### src/hw/rtl/assert_macros.svh
// assertion macros for the rtl, used by ppu_back, empty when synthesised
`ifndef ASSERT_MACROS_SVH
`define ASSERT_MACROS_SVH

`ifndef SYNTHESIS

// property checked on every clock edge outside reset
`define PPU_ASSERT(lbl, prop) \
    lbl: assert property (@(posedge clk) disable iff (!rst_n) (prop)) \
        else $error("assertion failed");

// consequence checked on the edge after the trigger
`define PPU_ASSERT_NEXT(lbl, ante, cons) \
    lbl: assert property (@(posedge clk) disable iff (!rst_n) (ante) |=> (cons)) \
        else $error("assertion failed");

`else

`define PPU_ASSERT(lbl, prop)
`define PPU_ASSERT_NEXT(lbl, ante, cons)

`endif

`endif

### src/hw/rtl/ppu_pkg.sv
// types and constants of the packed pixel unpacker
package ppu_pkg;

    localparam int BYTE_W = 8;
    localparam int BPP_W = 4;
    localparam int PPF_W = 25;
    localparam int PIX_W = 15;
    localparam int BUF_W = 22;
    localparam int HELD_W = 5;
    localparam int CFG_IDX_W = 2;

    localparam logic [PPF_W-1:0] MAX_FRAME_PIXELS = 25'd16777216;
    localparam logic [BPP_W-1:0] BPP_MIN = 4'd9;
    localparam logic [BPP_W-1:0] BPP_MAX = 4'd15;
    localparam logic [BPP_W-1:0] BPP_RESET = 4'd12;

    typedef enum logic [CFG_IDX_W-1:0] {
        REG_FORMAT_MODE      = 2'd0,
        REG_BITS_PER_PIXEL   = 2'd1,
        REG_PIXELS_PER_FRAME = 2'd2
    } cfg_reg_t;

    typedef enum logic {
        FMT_LSB_FIRST = 1'b0,
        FMT_MONO12P   = 1'b1
    } fmt_mode_t;

    typedef enum logic [1:0] {
        PH_FIRST  = 2'd0,
        PH_SECOND = 2'd1,
        PH_THIRD  = 2'd2
    } pair_phase_t;

    typedef struct packed {
        logic [BYTE_W-1:0] data_byte;
        logic              frame_start;
    } byte_item_t;

    typedef struct packed {
        logic [PIX_W-1:0] pixel_value;
        logic             last_pixel;
    } pixel_item_t;

    // handshake between the byte queue and the unpack core
    typedef struct packed {
        logic       valid;
        byte_item_t item;
    } byte_link_t;

endpackage

### src/hw/rtl/ppu_front.sv
// front end: accepts raw bytes into a four-entry queue
module ppu_front
    import ppu_pkg::*;
(
    input  logic                 clk,
    input  logic                 rst_n,
    input  logic                 push,
    output logic                 full,
    input  logic [BYTE_W-1:0]    data_byte,
    input  logic                 frame_start,
    output byte_link_t           link,
    input  logic                 take
);

    localparam int DEPTH = 4;
    localparam int PTR_W = $clog2(DEPTH);

    byte_item_t             mem_reg [DEPTH];
    logic [PTR_W-1:0]       wr_ptr_reg, wr_ptr_next;
    logic [PTR_W-1:0]       rd_ptr_reg, rd_ptr_next;
    logic [PTR_W:0]         count_reg, count_next;
    logic                   push_ok;
    logic                   pop_ok;

    assign full = (count_reg == (PTR_W+1)'(DEPTH));
    assign push_ok = push && !full;
    assign pop_ok = take && link.valid;

    assign link.valid = (count_reg != '0);
    assign link.item = mem_reg[rd_ptr_reg];

    always_comb
    begin
        wr_ptr_next = push_ok ? wr_ptr_reg + 1'b1 : wr_ptr_reg;
        rd_ptr_next = pop_ok ? rd_ptr_reg + 1'b1 : rd_ptr_reg;
        count_next = count_reg;
        if (push_ok && !pop_ok)
        begin
            count_next = count_reg + 1'b1;
        end
        else if (pop_ok && !push_ok)
        begin
            count_next = count_reg - 1'b1;
        end
    end

    always_ff @(posedge clk or negedge rst_n)
    begin
        if (!rst_n)
        begin
            wr_ptr_reg <= '0;
            rd_ptr_reg <= '0;
            count_reg <= '0;
        end
        else
        begin
            wr_ptr_reg <= wr_ptr_next;
            rd_ptr_reg <= rd_ptr_next;
            count_reg <= count_next;
        end
    end

    always_ff @(posedge clk)
    begin
        if (push_ok)
        begin
            mem_reg[wr_ptr_reg] <= '{data_byte: data_byte, frame_start: frame_start};
        end
    end

endmodule

### src/hw/rtl/ppu_back.sv
// back end: configuration, unpacking and the two-entry pixel queue
`include "assert_macros.svh"

module ppu_back
    import ppu_pkg::*;
(
    input  logic                 clk,
    input  logic                 rst_n,
    input  byte_link_t           link,
    output logic                 take,
    input  logic                 cfg_valid,
    input  logic [CFG_IDX_W-1:0] cfg_index,
    input  logic [PPF_W-1:0]     cfg_data,
    output logic                 empty,
    input  logic                 pop,
    output logic [PIX_W-1:0]     pixel_value,
    output logic                 last_pixel
);

    // configuration
    fmt_mode_t              mode_reg, mode_next;
    logic [BPP_W-1:0]       bpp_reg, bpp_next;
    logic [PPF_W-1:0]       ppf_reg, ppf_next;

    // unpack state
    logic [BUF_W-1:0]       buf_reg, buf_next;
    logic [HELD_W-1:0]      held_reg, held_next;
    pair_phase_t            phase_reg, phase_next;
    logic [PPF_W-1:0]       emitted_reg, emitted_next;

    // output queue
    pixel_item_t            oq_reg [2];
    logic                   oq_wr_reg, oq_wr_next;
    logic                   oq_rd_reg, oq_rd_next;
    logic [1:0]             oq_count_reg, oq_count_next;

    logic                   pop_ok;
    logic                   out_push;
    pixel_item_t            out_item;

    logic [BUF_W-1:0]       buf_base;
    logic [HELD_W-1:0]      held_base;
    pair_phase_t            phase_base;
    logic [PPF_W-1:0]       emitted_base;
    logic [PPF_W-1:0]       emitted_inc;
    logic [PPF_W-1:0]       lim_capped;
    logic [PPF_W-1:0]       lim;
    logic [BUF_W-1:0]       buf_acc;
    logic [HELD_W-1:0]      held_acc;
    logic [BYTE_W-1:0]      byte_in;

    assign pop_ok = pop && !empty;
    assign empty = (oq_count_reg == 2'd0);
    assign pixel_value = oq_reg[oq_rd_reg].pixel_value;
    assign last_pixel = oq_reg[oq_rd_reg].last_pixel;

    // a byte is taken only when the pixel queue has room for its result
    assign take = link.valid && ((oq_count_reg != 2'd2) || pop_ok);

    assign byte_in = link.item.data_byte;

    always_comb
    begin
        lim_capped = (ppf_reg > MAX_FRAME_PIXELS) ? MAX_FRAME_PIXELS : ppf_reg;
        // pairs only in mono12 packed mode
        lim = (mode_reg == FMT_MONO12P) ? {lim_capped[PPF_W-1:1], 1'b0} : lim_capped;

        buf_base = link.item.frame_start ? '0 : buf_reg;
        held_base = link.item.frame_start ? '0 : held_reg;
        phase_base = link.item.frame_start ? PH_FIRST : phase_reg;
        emitted_base = link.item.frame_start ? '0 : emitted_reg;
        emitted_inc = emitted_base + 1'b1;

        buf_acc = buf_base | (BUF_W'(byte_in) << held_base);
        held_acc = held_base + 5'd8;

        buf_next = buf_reg;
        held_next = held_reg;
        phase_next = phase_reg;
        emitted_next = emitted_reg;
        out_push = 1'b0;
        out_item.pixel_value = '0;
        out_item.last_pixel = (emitted_inc == lim);

        if (take)
        begin
            buf_next = buf_base;
            held_next = held_base;
            phase_next = phase_base;
            emitted_next = emitted_base;
            if (emitted_base < lim)
            begin
                if (mode_reg == FMT_LSB_FIRST)
                begin
                    buf_next = buf_acc;
                    held_next = held_acc;
                    if (held_acc >= HELD_W'(bpp_reg))
                    begin
                        out_item.pixel_value = buf_acc[PIX_W-1:0]
                            & (15'h7FFF >> (BPP_MAX - bpp_reg));
                        buf_next = buf_acc >> bpp_reg;
                        held_next = held_acc - HELD_W'(bpp_reg);
                        out_push = 1'b1;
                    end
                end
                else
                begin
                    case (phase_base)
                        PH_SECOND:
                        begin
                            out_item.pixel_value = PIX_W'({buf_base[7:0], byte_in[3:0]});
                            buf_next = BUF_W'(byte_in[7:4]);
                            phase_next = PH_THIRD;
                            out_push = 1'b1;
                        end
                        PH_THIRD:
                        begin
                            out_item.pixel_value = PIX_W'({byte_in, buf_base[3:0]});
                            buf_next = '0;
                            phase_next = PH_FIRST;
                            out_push = 1'b1;
                        end
                        default:
                        begin
                            buf_next = BUF_W'(byte_in);
                            phase_next = PH_SECOND;
                        end
                    endcase
                end
                if (out_push)
                begin
                    emitted_next = emitted_inc;
                end
            end
        end

        mode_next = mode_reg;
        bpp_next = bpp_reg;
        ppf_next = ppf_reg;
        if (cfg_valid)
        begin
            case (cfg_index)
                REG_FORMAT_MODE:
                begin
                    mode_next = fmt_mode_t'(cfg_data[0]);
                    buf_next = '0;
                    held_next = '0;
                    phase_next = PH_FIRST;
                end
                REG_BITS_PER_PIXEL:
                begin
                    if (cfg_data[BPP_W-1:0] inside {[BPP_MIN:BPP_MAX]})
                    begin
                        bpp_next = cfg_data[BPP_W-1:0];
                    end
                end
                REG_PIXELS_PER_FRAME:
                begin
                    ppf_next = cfg_data;
                end
                default:
                begin
                end
            endcase
        end

        oq_wr_next = out_push ? ~oq_wr_reg : oq_wr_reg;
        oq_rd_next = pop_ok ? ~oq_rd_reg : oq_rd_reg;
        oq_count_next = oq_count_reg;
        if (out_push && !pop_ok)
        begin
            oq_count_next = oq_count_reg + 1'b1;
        end
        else if (pop_ok && !out_push)
        begin
            oq_count_next = oq_count_reg - 1'b1;
        end
    end

    always_ff @(posedge clk or negedge rst_n)
    begin
        if (!rst_n)
        begin
            mode_reg <= FMT_LSB_FIRST;
            bpp_reg <= BPP_RESET;
            ppf_reg <= '0;
            buf_reg <= '0;
            held_reg <= '0;
            phase_reg <= PH_FIRST;
            emitted_reg <= '0;
            oq_wr_reg <= 1'b0;
            oq_rd_reg <= 1'b0;
            oq_count_reg <= '0;
        end
        else
        begin
            mode_reg <= mode_next;
            bpp_reg <= bpp_next;
            ppf_reg <= ppf_next;
            buf_reg <= buf_next;
            held_reg <= held_next;
            phase_reg <= phase_next;
            emitted_reg <= emitted_next;
            oq_wr_reg <= oq_wr_next;
            oq_rd_reg <= oq_rd_next;
            oq_count_reg <= oq_count_next;
        end
    end

    always_ff @(posedge clk)
    begin
        if (out_push)
        begin
            oq_reg[oq_wr_reg] <= out_item;
        end
    end

    // at most fourteen bits wait between bytes, so the buffer never overflows
    `PPU_ASSERT(a_held_bound, held_reg <= 5'd14)
    // a pixel is only produced into a free queue slot
    `PPU_ASSERT(a_no_overrun, !out_push || oq_count_reg != 2'd2 || pop_ok)
    // lsb-first pixels never carry bits above the configured width
    `PPU_ASSERT_NEXT(a_pix_width, out_push && mode_reg == FMT_LSB_FIRST && oq_count_reg == 2'd0,
        (pixel_value >> bpp_reg) == '0)

endmodule

### src/hw/rtl/packed_pixel_unpacker.sv
// packed pixel unpacker: byte queue in front, unpack core and pixel queue behind
// each byte is registered in the byte queue and each pixel in the pixel queue
// throughput: one byte accepted every cycle while not full, at most one pixel per byte
// the byte queue holds four items and the pixel queue two, so either side may stall alone
// reset clears both queues and all unpack state and loads the register reset values
// configuration writes are always ready and act in the cycle they are taken
module packed_pixel_unpacker
    import ppu_pkg::*;
(
    input  logic                 clk,
    input  logic                 rst_n,
    input  logic                 push,
    output logic                 full,
    input  logic [BYTE_W-1:0]    data_byte,
    input  logic                 frame_start,
    output logic                 empty,
    input  logic                 pop,
    output logic [PIX_W-1:0]     pixel_value,
    output logic                 last_pixel,
    input  logic                 cfg_valid,
    output logic                 cfg_ready,
    input  logic [CFG_IDX_W-1:0] cfg_index,
    input  logic [PPF_W-1:0]     cfg_data
);

    byte_link_t link;
    logic       take;

    assign cfg_ready = 1'b1;

    ppu_front u_front (
        .clk         (clk),
        .rst_n       (rst_n),
        .push        (push),
        .full        (full),
        .data_byte   (data_byte),
        .frame_start (frame_start),
        .link        (link),
        .take        (take)
    );

    ppu_back u_back (
        .clk         (clk),
        .rst_n       (rst_n),
        .link        (link),
        .take        (take),
        .cfg_valid   (cfg_valid),
        .cfg_index   (cfg_index),
        .cfg_data    (cfg_data),
        .empty       (empty),
        .pop         (pop),
        .pixel_value (pixel_value),
        .last_pixel  (last_pixel)
    );

endmodule

### config.mk
export PLATFORM = sky130hd
export DESIGN_NAME = packed_pixel_unpacker
export DESIGN_NICKNAME = d
export VERILOG_FILES = /design/src/hw/rtl/ppu_pkg.sv /design/src/hw/rtl/ppu_front.sv /design/src/hw/rtl/ppu_back.sv /design/src/hw/rtl/packed_pixel_unpacker.sv
export VERILOG_INCLUDE_DIRS = /design/src /design/src/hw/rtl
export SDC_FILE = /design/constraint.sdc
export NUM_CORES = 1
export LEC_CHECK = 0
export BUFFER_PORTS_ARGS = -buffer_cell sky130_fd_sc_hd__buf_2
export CAP_MARGIN = 0
export CORE_UTILIZATION = 50
export DETAILED_ROUTE_END_ITERATION = 6
export GPL_ROUTABILITY_DRIVEN = 0
export PLACE_DENSITY = 0.7
export SLEW_MARGIN = 20
export SYNTH_ARGS = -nofsm -noshare
export SYNTH_HDL_FRONTEND = slang
export SYNTH_SLANG_ARGS = --single-unit
export TNS_END_PERCENT = 10
### constraint.sdc
create_clock -name clk -period 5.1 [get_ports clk]
set_input_delay 1.02 -clock clk [delete_from_list [all_inputs] [get_ports clk]]
set_output_delay 1.02 -clock clk [all_outputs]
set_load 0.03 [all_outputs]
==> results of run 1 <==
==> power groups by stage <==
stage | combinational, W | sequential [W] | clock [W]
2_1_floorplan | 0.00340 | 0.00196 | 0
3_3_place_gp | 0.00459 | 0.00211 | 0
3_5_place_dp | 0.00462 | 0.00213 | 0
4_1_cts | 0.00464 | 0.00210 | 0.00129
5_1_grt | 0.00513 | 0.00215 | 0.00135
6_report | 0.00484 | 0.00212 | 0.00128
==> layout by cell type (no fill, tap or decap), types with 19 or more instances in the layout <==
cell type  instances
nand2_1          134
dfrtp_1           93
nor2_1            87
o21ai_0           82
a21oi_1           74
edfxtp_1          68
buf_2             57
mux2_2            50
xnor2_1           41
ha_1              38
nor2b_1           34
buf_4             33
nand3_1           31
inv_1             31
nor3_1            22
a22oi_1           19
==> cell type report <==
type,instances,area [um^2],area share [%]
inverters,34,130,1.02
clock buffers,18,439,3.45
clock inverters,14,136,1.07
well taps,285,357,2.80
multi-input cells,953,6720,52.7
flip-flops and latches,163,4420,34.7
repair buffers,91,544,4.27
==> layer usage <==
| metal | wire length, um | vias to the layer above | share of wire, % | global-route usage (%) |
|---|---|---|---|---|
| met3 | 4220 | 164 | 12 | 7.45 |
| met2 | 14700 | 747 | 42 | 43.9 |
| met1 | 14800 | 4976 | 42 | 43.8 |
| met4 | 1540 | 0 | 4.4 | 12.8 |
| met5 | 0 | - | 0 | 0 |
| li1 | - | 4684 | - | - |
==> logic make-up after synthesis <==
group | after synthesis
AOI/OAI and AO/OA | 356
xor gates and xnor gates | 53
adders and majority gates | 40
buffers and inverters | 112
DFF | 163
muxes | 86
other | 1
and+or+nand+nor | 417
==> worst paths after layout <==
path                                  startpoint                     end  slack (ns)
min in group asynchronous                  rst_n  u_back.emitted_reg[16]        0.68
max reg2reg                u_front.rd_ptr_reg[0]  u_back.emitted_reg[22]        0.40
max in group asynchronous                  rst_n       u_back.bpp_reg[3]        3.40
max                        u_front.rd_ptr_reg[0]  u_back.emitted_reg[22]        0.40
min                         u_front.count_reg[2]    u_front.count_reg[2]        0.50
min reg2reg                 u_front.count_reg[2]    u_front.count_reg[2]        0.50
==> worst max-delay path: cells and delay by family, from the launching register on <==
family / cells / cell delay (ns)
AOI/OAI and AO/OA: 4 / 1.00
adders and majority gates: 1 / 0.37
buffers and inverters: 2 / 0.61
DFF: 1 / 0.40
muxes: 1 / 0.75
and+or+nand+nor: 6 / 1.45
==> stage by stage <==
| step | instance area (um^2) | hold WS, ns | instances |
|---|---|---|---|
| after floorplan | 11600 | 0.450 | 1228 |
| after global placement | 12200 | 0.482 | 1525 |
| after detailed placement | 12200 | 0.488 | 1526 |
| after CTS | 12700 | 0.501 | 1558 |
| after global routing | 12700 | 0.517 | 1558 |
| final | 12700 | 0.501 | 1558 |
==> out/results.tsv, run 1 <==
metric	value	unit
top cells by area in the synthesized netlist	dfrtp_1 20%, edfxtp_1 18%, mux2_2 4.8%	
Core Rows	55	
Simple-Gate Fraction of Synth Area	17.9	%
XOR/XNOR Fraction of Synth Area	4.00	%
H-tree depth	4	
cell count after synthesis	1228	
vias in the first global route	9855	
post-synthesis compound-gate area fraction	21.4	%
Layout area overhead	9.76	%
initial antenna violation count	1	
mux cell area share after synthesis	9.92	%
Worst Hold Depth	1	
CP Class	reg2reg	
Lkg Pwr	5.03	nW
clock-pin slew on the worst setup and hold paths	0.07	ns
Port-buffer cells	58	
Gate power share	58.8	%
flops & latches, synth	163	
GRT Total Usage	30.5	%
Post-synth top flop	dfrtp_1	
Final Hold Vio Count	0	
Peak VDD IR	415	uV
sequential group share of total power	25.7	%
clk root buf	clkbuf_16	
largest net degree at the start of global routing	60	
CP max stage delay	0.75	ns
Final HPWL DP	25400	um
Synth top area share	20.0	%
clock share of power	15.5	%
CP startpoint kind	flip-flop	
CTS tree	done	
count leader, synth	nand2_1	
total power	0.00823	W
most frequent cells after synthesis	134 x nand2_1, 93 x dfrtp_1, 87 x nor2_1	
Most Frequent Cell on Critical Path	nand2_1	
first-pass GRT wire length	55900	um
diodes inserted	0	
worst-path cell chain	mux4_2 > nand2b_4 > inv_1 > ha_1 > nor2b_1 > o21a_1 > o21ai_0 > nand2_1 > nand2b_1 > a21oi_2 > nand2_1 > inv_1 > nand2_1 > o31ai_1	
final setup vio count	0	
CTS Hold Bufs	0	
Vias/cell	6.78	
Min Clock Period, post-route	4.70	ns
Remaining Overflow, GRT	0	
cell taking the most area after synthesis	dfrtp_1	
Resized Gates After CTS	0	
status	complete, but fails checks	
drt first pass iters	7	
worst-path fanout max	30	
Final period util	92.2	%
cell area after synthesis	11600	um^2
power per cell area	646	nW/um^2
Layout Nets	1341	
maximum root-to-sink buffer count	2	
Setup Buffers After CTS	0	
wire length per cell	22.6	um
CP required	5.42	ns
DIE AREA	23800	um^2
cells on worst reg2reg path	14	
setup_tns	0	ns
Residual DRC	2	
Total Wirelength	35200	um
Least-Margin Pin Slew	0.840	ns
Switching Share	50.3	%
Die Ht	154	um
I/O pin cnt	60	
internal power	0.00410	W
Largest register FFs	36	
initial drt markers	1620	
layout cell share with drive strength beyond 1	18.5	%
largest family of logic cells by synthesized area	compound AO/OA/AOI/OAI gates	
ys async rst share	58.3	%
Slowest-stage cell, CP	mux4_2	
die width	154	um
Synth Area in Adders	4.44	%
unrepaired setup endpoints after global routing	no	
CORE AREA	22700	um^2
Synth Net Count	1309	
Final ANT Viol Nets	0	
fill count	2011	
Initial Util	51.1	%
Critical Path End Type	flip-flop	
worst-case clock skew	0.00996	ns
slew margin rel.	44.0	%
CTS buffer count	17	
violated checks	DRC	
syn avg cell area	9.46	um^2
vias	10600	
fin. max-slew vios	0	
worst setup slack after layout	0.397	ns
worst-skew pair later-pin latency	0.43	ns
max-cap violations	0	
# clock sinks	163	
CP Data Arrival Time	5.03	ns
Hold WC Path Type	reg2reg	
Net Switching	0.00414	W
Synth cell types	100	
Ys Warns	0	
number of synthesized flops with an enable pin	68	
Place WS	0.466	ns
Max Freq	213	MHz
final core occ	56.1	%
Seq/Total Area, Yosys	38.1	%
No activity file was read; power rests on OpenSTA's default activity.
==> run 2, diff against run 1 <==
--- a/config.mk
+++ b/config.mk
@@ -6,6 +6,7 @@
 export SDC_FILE = /design/constraint.sdc
 export NUM_CORES = 1
 export LEC_CHECK = 0
+export ABC_AREA = 1
 export BUFFER_PORTS_ARGS = -buffer_cell sky130_fd_sc_hd__buf_2
 export CAP_MARGIN = 0
 export CORE_UTILIZATION = 50
==> run 2 against run 1 <==
- the flow still finishes with violations (DRC)
- wire length shrank 7.1%
- non-clock buffer count shrank 13
- worst setup slack gained 0.35 ns
- first-iteration DRC count shrank 23%
- sequential cell count is the same
- worst hold slack gained 0.027 ns
- maximum frequency grew 8.1%
- sequential share of layout area shrank 0.24 points
- register-to-register slack gained 0.35 ns
- critical path depth grew 5
- synthesized cell count grew 28%
- clock skew grew 0.0019 ns
- critical path type unchanged
- largest cell class unchanged
- highest routed layer unchanged
==> out/results.tsv, run 2 <==
metric	value	unit
Initial Util	51.3	%
most frequent cells after synthesis	444 x nand2_1, 181 x nand3_1, 130 x inv_1	
unrepaired setup endpoints after global routing	no	
Vias/cell	5.72	
first-pass GRT wire length	52400	um
initial antenna violation count	0	
most common cell after layout, fill and taps aside	nand2_1	
Die Ht	155	um
CP startpoint kind	flip-flop	
Synth top area share	19.8	%
top cells by area in the synthesized netlist	dfrtp_1 20%, edfxtp_1 17%, nand2_1 14%	
CTS tree	done	
initial drt markers	1241	
cell count after synthesis	1569	
Port-buffer cells	58	
Synth Net Count	1650	
Seq/Total Area, Yosys	37.7	%
slew margin rel.	32.3	%
Hold WC Path Type	reg2reg	
Total Wirelength	32700	um
Synth cell types	55	
Final ANT Viol Nets	0	
Post-synth top flop	dfrtp_1	
Core Rows	55	
Resized Gates After CTS	0	
vias in the first global route	10300	
drt first pass iters	7	
WHS	0.528	ns
Remaining Overflow, GRT	0	
Min Clock Period, post-route	4.35	ns
H-tree depth	4	
Least-Margin Pin Slew	1.01	ns
fin. max-slew vios	0	
CORE AREA	22800	um^2
cell taking the most area after synthesis	dfrtp_1	
Final HPWL DP	23800	um
vias	11000	
commonest cells after routing, fill and taps aside	443 x nand2_1, 180 x nand3_1, 130 x inv_1	
# clock sinks	163	
Setup Buffers After CTS	0	
syn avg cell area	7.47	um^2
diodes inserted	0	
violated checks	DRC	
status	complete, but fails checks	
final setup vio count	0	
CP required	5.24	ns
clk root buf	clkbuf_16	
Layout area overhead	9.48	%
CP Class	reg2reg	
die width	155	um
CTS buffer count	17	
Residual DRC	5	
cell area after synthesis	11700	um^2
flops & latches, synth	163	
max-cap violations	0	
worst-case clock skew	0.0119	ns
CP Data Arrival Time	4.49	ns
maximum root-to-sink buffer count	2	
clock-pin slew on the worst setup and hold paths	0.07	ns
count leader, synth	nand2_1	
largest net degree at the start of global routing	76	
wire length per cell	17.1	um
DIE AREA	24100	um^2
CTS Hold Bufs	0	
worst-skew pair later-pin latency	0.45	ns
GRT Total Usage	28.0	%
Final Hold Vio Count	0	
Layout Nets	1674	
layout cell share with drive strength beyond 1	12.5	%
Max Freq	230	MHz
Final period util	85.3	%
I/O pin cnt	60	
fill count	2155	
setup_tns	0	ns
Critical Path End Type	flip-flop	
Largest register FFs	36	
Ys Warns	0	
ys async rst share	58.3	%
worst-path fanout max	16	
number of synthesized flops with an enable pin	68	
run 2: layer usage:
metal	vias up	global-route usage (%)	routed length, um
met3	110	4.85	2520
met2	503	47.2	15500
met5	-	0	0
li1	5318	-	-
met1	5052	35.0	13400
met4	0	13.5	1410
run 2: area by class of cell:
cell class	count	area, um^2	area share, %
clock buffers	20	478	3.72
flip-flops and latches	163	4420	34.4
clock inverters	12	130	1.01
well taps	313	392	3.05
repair buffers	78	443	3.45
inverters	144	553	4.31
multi-input cells	1189	6420	50.0
run 2: kinds of logic after synthesis:
group                      after synthesis  share of synthesized area, %
adders and majority gates               40                          4.40
and+or+nand+nor                        837                          32.7
AOI/OAI and AO/OA                      237                          11.4
DFF                                    163                          37.7
buffers and inverters                  217                          7.65
xor gates and xnor gates                52                          4.01
muxes                                   22                          2.11
other                                    1                        0.0320
run 2: worst paths after layout:
| kind | startpoint | to | slack (ns) | cells past startpoint |
|---|---|---|---|---|
| setup / recovery | u_back.ppf_reg[0] | u_back.oq_reg[1][8] | 0.75 | 19 |
| hold / removal | u_back.oq_count_reg[0] | u_back.oq_count_reg[0] | 0.53 | 1 |
| setup reg to reg | u_back.ppf_reg[0] | u_back.oq_reg[1][8] | 0.75 | 19 |
| hold reg to reg | u_back.oq_count_reg[0] | u_back.oq_count_reg[0] | 0.53 | 1 |
| max in group asynchronous | rst_n | u_back.bpp_reg[2] | 3.44 | 2 |
| min in group asynchronous | rst_n | u_back.ppf_reg[12] | 0.64 | 1 |
run 2: worst max-delay path: stages, from the launching register on:
cell	delay, ns
dfrtp_1	0.40
nor4_1	0.34
nand2_1	0.13
nor2_1	0.12
nand3_1	0.07
nand2_1	0.38
nand2_1	0.22
ha_1	0.34
a21oi_1	0.14
o21ai_0	0.11
nand2_1	0.07
o211ai_1	0.09
a221oi_1	0.30
nand2_1	0.22
inv_1	0.12
nand2_1	0.08
nor2_2	0.36
inv_1	0.11
nor2_1	0.16
buf_4	0.27
run 2: through the flow:
stage | setup WS (ns) | instance area [um^2] | cells | util (%)
final | 0.749 | 12800 | 1919 | 56.2
after global routing | 0.414 | 12800 | 1919 | 56.2
after CTS | 0.821 | 12800 | 1919 | 56.2
after detailed placement | 0.863 | 12200 | 1887 | 53.5
after global placement | 0.924 | 12200 | 1887 | 53.5
after floorplan | 0.927 | 11700 | 1569 | -
Power of run 2 is not shown: default switching activity piles up to over one toggle a cycle in this logic, so the estimate is an artifact.
